--- src/pid_controller_filtered_derivative_core_assert.svh ---
`ifndef PID_CONTROLLER_FILTERED_DERIVATIVE_CORE_ASSERT_SVH
`define PID_CONTROLLER_FILTERED_DERIVATIVE_CORE_ASSERT_SVH

// implication checked in the same cycle
`define PIDF_ASSERT_NOW(label, clk, rst_n, ante, cons) \
  label: assert property (@(posedge clk) disable iff (!rst_n) (ante) |-> (cons)) \
    else $error("pidf assertion failed");

// implication checked in the following cycle
`define PIDF_ASSERT_NEXT(label, clk, rst_n, ante, cons) \
  label: assert property (@(posedge clk) disable iff (!rst_n) (ante) |=> (cons)) \
    else $error("pidf assertion failed");

`endif

--- src/pidf_pkg.sv ---
package pidf_pkg;

  localparam int SAMPLE_W    = 16;
  localparam int FRAC_BITS   = 16;
  localparam int COEF_W      = 32;
  localparam int MAX_DRIVE_W = SAMPLE_W - 1;
  localparam int ERR_W       = SAMPLE_W + 1;
  localparam int PROD_W      = COEF_W + ERR_W - 1;
  // five products summed
  localparam int ACC_W       = PROD_W + 3;
  localparam int SHIFT_W     = ACC_W - FRAC_BITS;
  localparam int CFG_ADDR_W  = 3;

  typedef enum logic [CFG_ADDR_W-1:0] {
    REG_COEF_ERR0 = 3'd0,
    REG_COEF_ERR1 = 3'd1,
    REG_COEF_ERR2 = 3'd2,
    REG_COEF_OUT1 = 3'd3,
    REG_COEF_OUT2 = 3'd4,
    REG_MAX_DRIVE = 3'd5
  } pidf_reg_t;

  typedef struct packed {
    logic signed [COEF_W-1:0] err0;
    logic signed [COEF_W-1:0] err1;
    logic signed [COEF_W-1:0] err2;
  } pidf_err_coef_t;

endpackage

--- src/pidf_err_path.sv ---
`include "pid_controller_filtered_derivative_core_assert.svh"

module pidf_err_path
  import pidf_pkg::*;
(
  input  logic                       clk,
  input  logic                       rst_n,
  input  logic                       in_valid,
  output logic                       in_ready,
  input  logic signed [SAMPLE_W-1:0] reference,
  input  logic signed [SAMPLE_W-1:0] measured,
  input  pidf_err_coef_t             coef,
  output logic                       sum_valid,
  input  logic                       sum_ready,
  output logic signed [ACC_W-1:0]    err_sum
);

  logic                     s1_valid_r, s2_valid_r, s3_valid_r;
  logic                     s1_ready, s2_ready, s3_ready;
  logic                     s2_load;
  logic signed [ERR_W-1:0]  s1_err_r, s1_err_nxt;
  logic signed [ERR_W-1:0]  eh0_r, eh1_r;
  logic signed [PROD_W-1:0] p0_r, p1_r, p2_r;
  logic signed [PROD_W-1:0] p0_nxt, p1_nxt, p2_nxt;
  logic signed [ACC_W-1:0]  sum_r, sum_nxt;

  assign s3_ready = !s3_valid_r || sum_ready;
  assign s2_ready = !s2_valid_r || s3_ready;
  assign s1_ready = !s1_valid_r || s2_ready;
  assign s2_load  = s1_valid_r && s2_ready;

  assign s1_err_nxt = ERR_W'(reference) - ERR_W'(measured);

  assign p0_nxt = PROD_W'($signed(coef.err0)) * PROD_W'(s1_err_r);
  assign p1_nxt = PROD_W'($signed(coef.err1)) * PROD_W'(eh0_r);
  assign p2_nxt = PROD_W'($signed(coef.err2)) * PROD_W'(eh1_r);

  assign sum_nxt = ACC_W'(p0_r) + ACC_W'(p1_r) + ACC_W'(p2_r);

  always_ff @(posedge clk) begin
    if (!rst_n) begin
      s1_valid_r <= 1'b0;
      s2_valid_r <= 1'b0;
      s3_valid_r <= 1'b0;
      eh0_r      <= '0;
      eh1_r      <= '0;
    end else begin
      if (s1_ready) begin
        s1_valid_r <= in_valid;
      end
      if (s2_ready) begin
        s2_valid_r <= s1_valid_r;
      end
      if (s3_ready) begin
        s3_valid_r <= s2_valid_r;
      end
      if (s2_load) begin
        eh0_r <= s1_err_r;
        eh1_r <= eh0_r;
      end
    end
  end

  always_ff @(posedge clk) begin
    if (s1_ready) begin
      s1_err_r <= s1_err_nxt;
    end
    if (s2_load) begin
      p0_r <= p0_nxt;
      p1_r <= p1_nxt;
      p2_r <= p2_nxt;
    end
    if (s3_ready) begin
      sum_r <= sum_nxt;
    end
  end

  assign in_ready  = s1_ready;
  assign sum_valid = s3_valid_r;
  assign err_sum   = sum_r;

  `PIDF_ASSERT_NEXT(a_eh_shift, clk, rst_n, s2_load, eh1_r == $past(eh0_r))
  `PIDF_ASSERT_NEXT(a_eh_load, clk, rst_n, s2_load, eh0_r == $past(s1_err_r))
  `PIDF_ASSERT_NEXT(a_sum_hold, clk, rst_n, s3_valid_r && !sum_ready,
                    s3_valid_r && $stable(sum_r))

endmodule

--- config.mk ---
export PLATFORM = sky130hd
export DESIGN_NAME = pidf_err_path
export DESIGN_NICKNAME = d
export VERILOG_FILES = /design/src/pidf_pkg.sv /design/src/pidf_err_path.sv
export VERILOG_INCLUDE_DIRS = /design/src /design/src/src
export SDC_FILE = /design/constraint.sdc
export NUM_CORES = 2
export LEC_CHECK = 0
export ABC_AREA = 1
export BUFFER_PORTS_ARGS = -buffer_cell sky130_fd_sc_hd__buf_2
export CORE_ASPECT_RATIO = 0.7
export CORE_MARGIN = 1
export CORE_UTILIZATION = 60
export CTS_BUF_LIST = sky130_fd_sc_hd__clkbuf_4
export DETAILED_ROUTE_END_ITERATION = 12
export GPL_ROUTABILITY_DRIVEN = 0
export PLACE_DENSITY = 0.77
export SETUP_SLACK_MARGIN = 0.05
export SYNTH_ARGS = -nofsm -noshare
export SYNTH_HDL_FRONTEND = slang
export SYNTH_SLANG_ARGS = --single-unit
--- constraint.sdc ---
create_clock -name clk -period 7 [get_ports clk]
set_clock_uncertainty 0.2 [all_clocks]
set_input_delay 0 -clock clk [delete_from_list [all_inputs] [get_ports clk]]
set_output_delay 0 -clock clk [all_outputs]
set_load 0.03 [all_outputs]
Word level (Yosys, flattened, before mapping) --
Index checks and enable logic that the tools add are counted.
Operators by class: add/sub/neg operators 3, multipliers 3, reduce and logical (&&, ||, !) cells 7
Operator list (count):
- 32-bit by 17-bit multiplier with 48-bit output | 3
- 49-bit by 48-bit adder with 50-bit output | 1
- 48-bit by 48-bit adder with 49-bit output | 1
- 16-bit by 16-bit subtractor with 17-bit output | 1
- 1-bit zero test | 3
- 1-bit logical OR | 3
- 1-bit logical AND | 1
Storage, ports and cells: bits in registers 249, bits of input ports 132, output and inout bits 53, logic and storage cells 23

Longest topological paths before layout --
depth in word-level cells 4, gate-level depth with buffers 30, mapped depth without buffers 28

Worst setup path after synthesis --
Ideal clock, no wire load.
path kind reg2reg, from reg s1_err_r[4], to reg p0_r[47] (data pin), library setup time 252 ps, arrival time 5335 ps, required time 6548 ps, setup slack 1212 ps, stages on the path, launching flop included 23, buffers on the path 2, clock period less this slack 5788 ps, path through edfxtp_1 clkbuf_1 clkbuf_1 nand2_1 inv_1 fa_1 fa_1 inv_1 fa_1 fa_1 fa_1 fa_1 inv_1 ha_1 nand2_1 inv_1 nand2_1 nor4_4 nand2_1 nor2_1 nor2_1 nand2_1 nand2_1
Between the ends: word-level cells in the longest chain between the ends 1
Ends and longest elaborated chain:
- from (decl) | line pidf_err_path.sv:21 | logic signed [ERR_W-1:0] s1_err_r, s1_err_nxt;
- from (signal assigned) | line pidf_err_path.sv:66 | s1_err_r <= s1_err_nxt;
- 32-bit by 17-bit multiplier with 48-bit output | line pidf_err_path.sv:34 | assign p0_nxt = PROD_W'($signed(coef.err0)) * PROD_W'(s1_err_r);
- net p0_nxt[47] | line pidf_err_path.sv:24 | logic signed [PROD_W-1:0] p0_nxt, p1_nxt, p2_nxt;
- to (signal assigned) | line pidf_err_path.sv:69 | p0_r <= p0_nxt;
- to (decl) | line pidf_err_path.sv:23 | logic signed [PROD_W-1:0] p0_r, p1_r, p2_r;
The timed path passes the listed nets, and every way through them passes these cells. A chain may end at the register's enable or synchronous reset.

Final worst setup path --
from reg s1_err_r[13], to reg p0_r[27] (data pin)
Same word-level chain as after synthesis.

==> flow_summary.yaml <==
run_status:
  status: "complete, but fails checks"
  violations: "design-rule violations"
floorplan:
  num_rows: 107
  start_util: 0.605
  die_x_um: 421
  dieArea_mm2: 0.124
  die_h_um: 295
  core-area_mm2: 0.122
  ios: 185
detailed_routing:
  wl_mm: 213
  ant_nets: 0
  via_count: 61300
  drtIter0Drc: 7082
  vias_per_cell: 5.46
  dr.pass1.iters: 13
  post_drt_wl_per_cell_um: 19.0
  drc: 4
cts:
  clk_latency_ps: 870
  h-tree-depth: 2
  cts_buffers: 60
  cts.path.max_buffers: 3
  cts_resized: 0
  clk_pin_slew_ps: 90
  ctsRootBufferMaster: "clkbuf_4"
  cts.sinks: 248
  cts_tree: "yes"
global_route:
  grt_usage: 0.353
  antenna_found_initial: 7
  grt_max_degree: 118
  grt-ovfl-total: 0
  grt_pass1_vias: 62100
  grt_pass1_wl_mm: 338
timing:
  layout_worst_path_cycle_share: 0.987
  relSlewSlack: 0.161
  drv_slew: 0
  hold_viol_final: 0
  finalSetupViolations: 0
  fin_ws_ps: 91.7
  rsz0062_at_grt: "no"
  fmax_mhz: 145
  min_period_ps: 6910
  worst_pin_slew_ps: 1260
  setup_tns_ps: 0
min_path:
  worstHoldPathType: "input port to register"
setup_path:
  worstPathRequired_ps: 7360
  critical_path.cell_chain: "buf_4 > nand2_1 > fa_1 > fa_1 > fa_1 > fa_1 > fa_1 > fa_1 > inv_1 > ha_1 > nand2_1 > nor2_1 > inv_1 > o21bai_2 > inv_1 > nand2_2 > nand2_1 > nand2_1 > xor2_1"
  cp_slowest_cell: "edfxtp_1"
  cp-start-kind: "register"
  critical_path.most_common_cell: "fa_1"
  critPathKind: "register to register"
  endpoint_kind: "register"
  slowest_delay_ps: 1180
  critPathMaxFanout: 27
  arrival_ps: 7270
placement:
  post-dp-hpwl_mm: 175
  portBuffers: 184
  pre_cts_slack_ps: 424
finish:
  drive_gt1_frac: 0.0452
  syn2layout_area_growth_pct: 5.04
  finish.net_count: 11700
  n_fill_cell: 10300
synth:
  synth_edf_count: 211
  syn_nets: 11700
  synthCells: 9563
  synth_area_mm2: 0.0736
  ys_types: 42
  synth.most_common_cell: "inv_1"
  synthTopCellsByArea: "fa_1, inv_1, nand2_1"
  synth_top_area_frac: 0.434
  yosysWarnings: 0
  ys_ff_latch: 248
  yosysTopAreaCell: "fa_1"
  seq_area_frac_synth: 0.0962
  synth_commonest_cells: "inv_1, nand2_1, fa_1"
  avgSynthCellArea_um2: 7.69
  async_flop_share: 0
  synthFlopType: "edfxtp_1"
run:
  max-cap-violations: 0
## state kept, by name, summed over array words and instances (netlist names)
name and count:
eh0_r 17, eh1_r 17, err_sum 50, p0_r 48, p1_r 48, p2_r 48
s1_err_r 17, s1_valid_r 1, s2_valid_r 1, sum_valid 1
## final timing paths
kind | start | endpoint | slack (ps) | depth (start not counted)
max | s1_err_r[13]$_DFFE_PP_ | p0_r[27]$_DFFE_PP_ | 90 | 19
min | coef[0] | p2_r[0]$_DFFE_PP_ | 50 | 4
max reg2reg | s1_err_r[13]$_DFFE_PP_ | p0_r[27]$_DFFE_PP_ | 90 | 19
min reg2reg | s2_valid_r$_SDFFE_PN0P_ | sum_valid$_SDFFE_PN0P_ | 280 | 2
## repair_timing
action                                  in CTS  in global routing
buffers inserted                             0                  0
endpoints found under the hold margin      117                  0
endpoints found under the setup margin       0                  0
hold buffers                                68                  0
## cell usage in the layout (no fill, tap or decap), drive strengths merged
cell / Yosys / layout
nor3: 32 / 32
nor2: 474 / 474
dfxtp: 37 / 37
a21boi: 5 / 5
diode: 0 / 4
ha: 403 / 403
o211ai: 2 / 2
nand3b: 3 / 3
and2: 2 / 2
a21o: 13 / 13
buf: 13 / 256
xnor2: 32 / 32
o21bai: 21 / 21
fa: 1595 / 1595
nor4: 4 / 4
bufinv: 0 / 3
clkinvlp: 0 / 1
o31ai: 1 / 1
nand2: 2707 / 2707
a31oi: 1 / 1
o21ai: 174 / 174
o21a: 2 / 2
or2: 17 / 17
and3: 4 / 4
nand4: 60 / 60
clkbuf: 391 / 84
dlygate4sd3: 0 / 68
inv: 2847 / 2848
nand3: 164 / 164
a21oi: 242 / 242
xor2: 106 / 106
edfxtp: 211 / 211
clkinv: 0 / 16
## final cells by class
| type | count | area [um^2] | share of cell area |
|---|---|---|---|
| timing repair buffer | 324 | 2370 | 0.0306 |
| clock inverter | 21 | 178 | 0.00230 |
| antenna | 4 | 10.0 | 0.000130 |
| tap | 1635 | 2050 | 0.0265 |
| sequential | 248 | 7080 | 0.0916 |
| inverter | 2847 | 10700 | 0.138 |
| clock buffer | 84 | 631 | 0.00816 |
| multi-input combinational | 6064 | 54300 | 0.702 |
## worst max-delay path: cells and delay by family, from the launching register on
| kind | cells | cell delay [ps] |
|---|---|---|
| flops | 1 | 1180 |
| xor+xnor | 1 | 510 |
| compound gates | 1 | 150 |
| simple gates | 6 | 740 |
| fa+ha+maj | 7 | 3340 |
| buf+inv | 4 | 480 |
## through the flow
step,hold slack [ps],utilization,cell area [um^2],cells
after floorplan,-67.7,-,73600,9563
after global placement,103,0.623,75800,11100
after detailed placement,103,0.623,75800,11100
after CTS,0.603,0.635,77300,11200
after global routing,72.2,0.635,77300,11200
final,47.4,0.635,77300,11200
## cell families after synthesis
logic type,count (synthesis),share of synthesized area
simple gates,3467,0.185
xor+xnor,138,0.0164
buf+inv,3251,0.166
compound gates,461,0.0335
flops,248,0.0962
fa+ha+maj,1998,0.503
## layer usage
layer | routed length, um | track usage | vias to the layer above
li1 | - | - | 27000
met1 | 84300 | 0.510 | 29500
met2 | 88600 | 0.507 | 4186
met3 | 33800 | 0.120 | 529
met4 | 6640 | 0.0941 | 12
met5 | 91 | 0.00154 | -
Power is not shown: default switching activity piles up to over one toggle a cycle in this logic, so the estimate is an artifact.
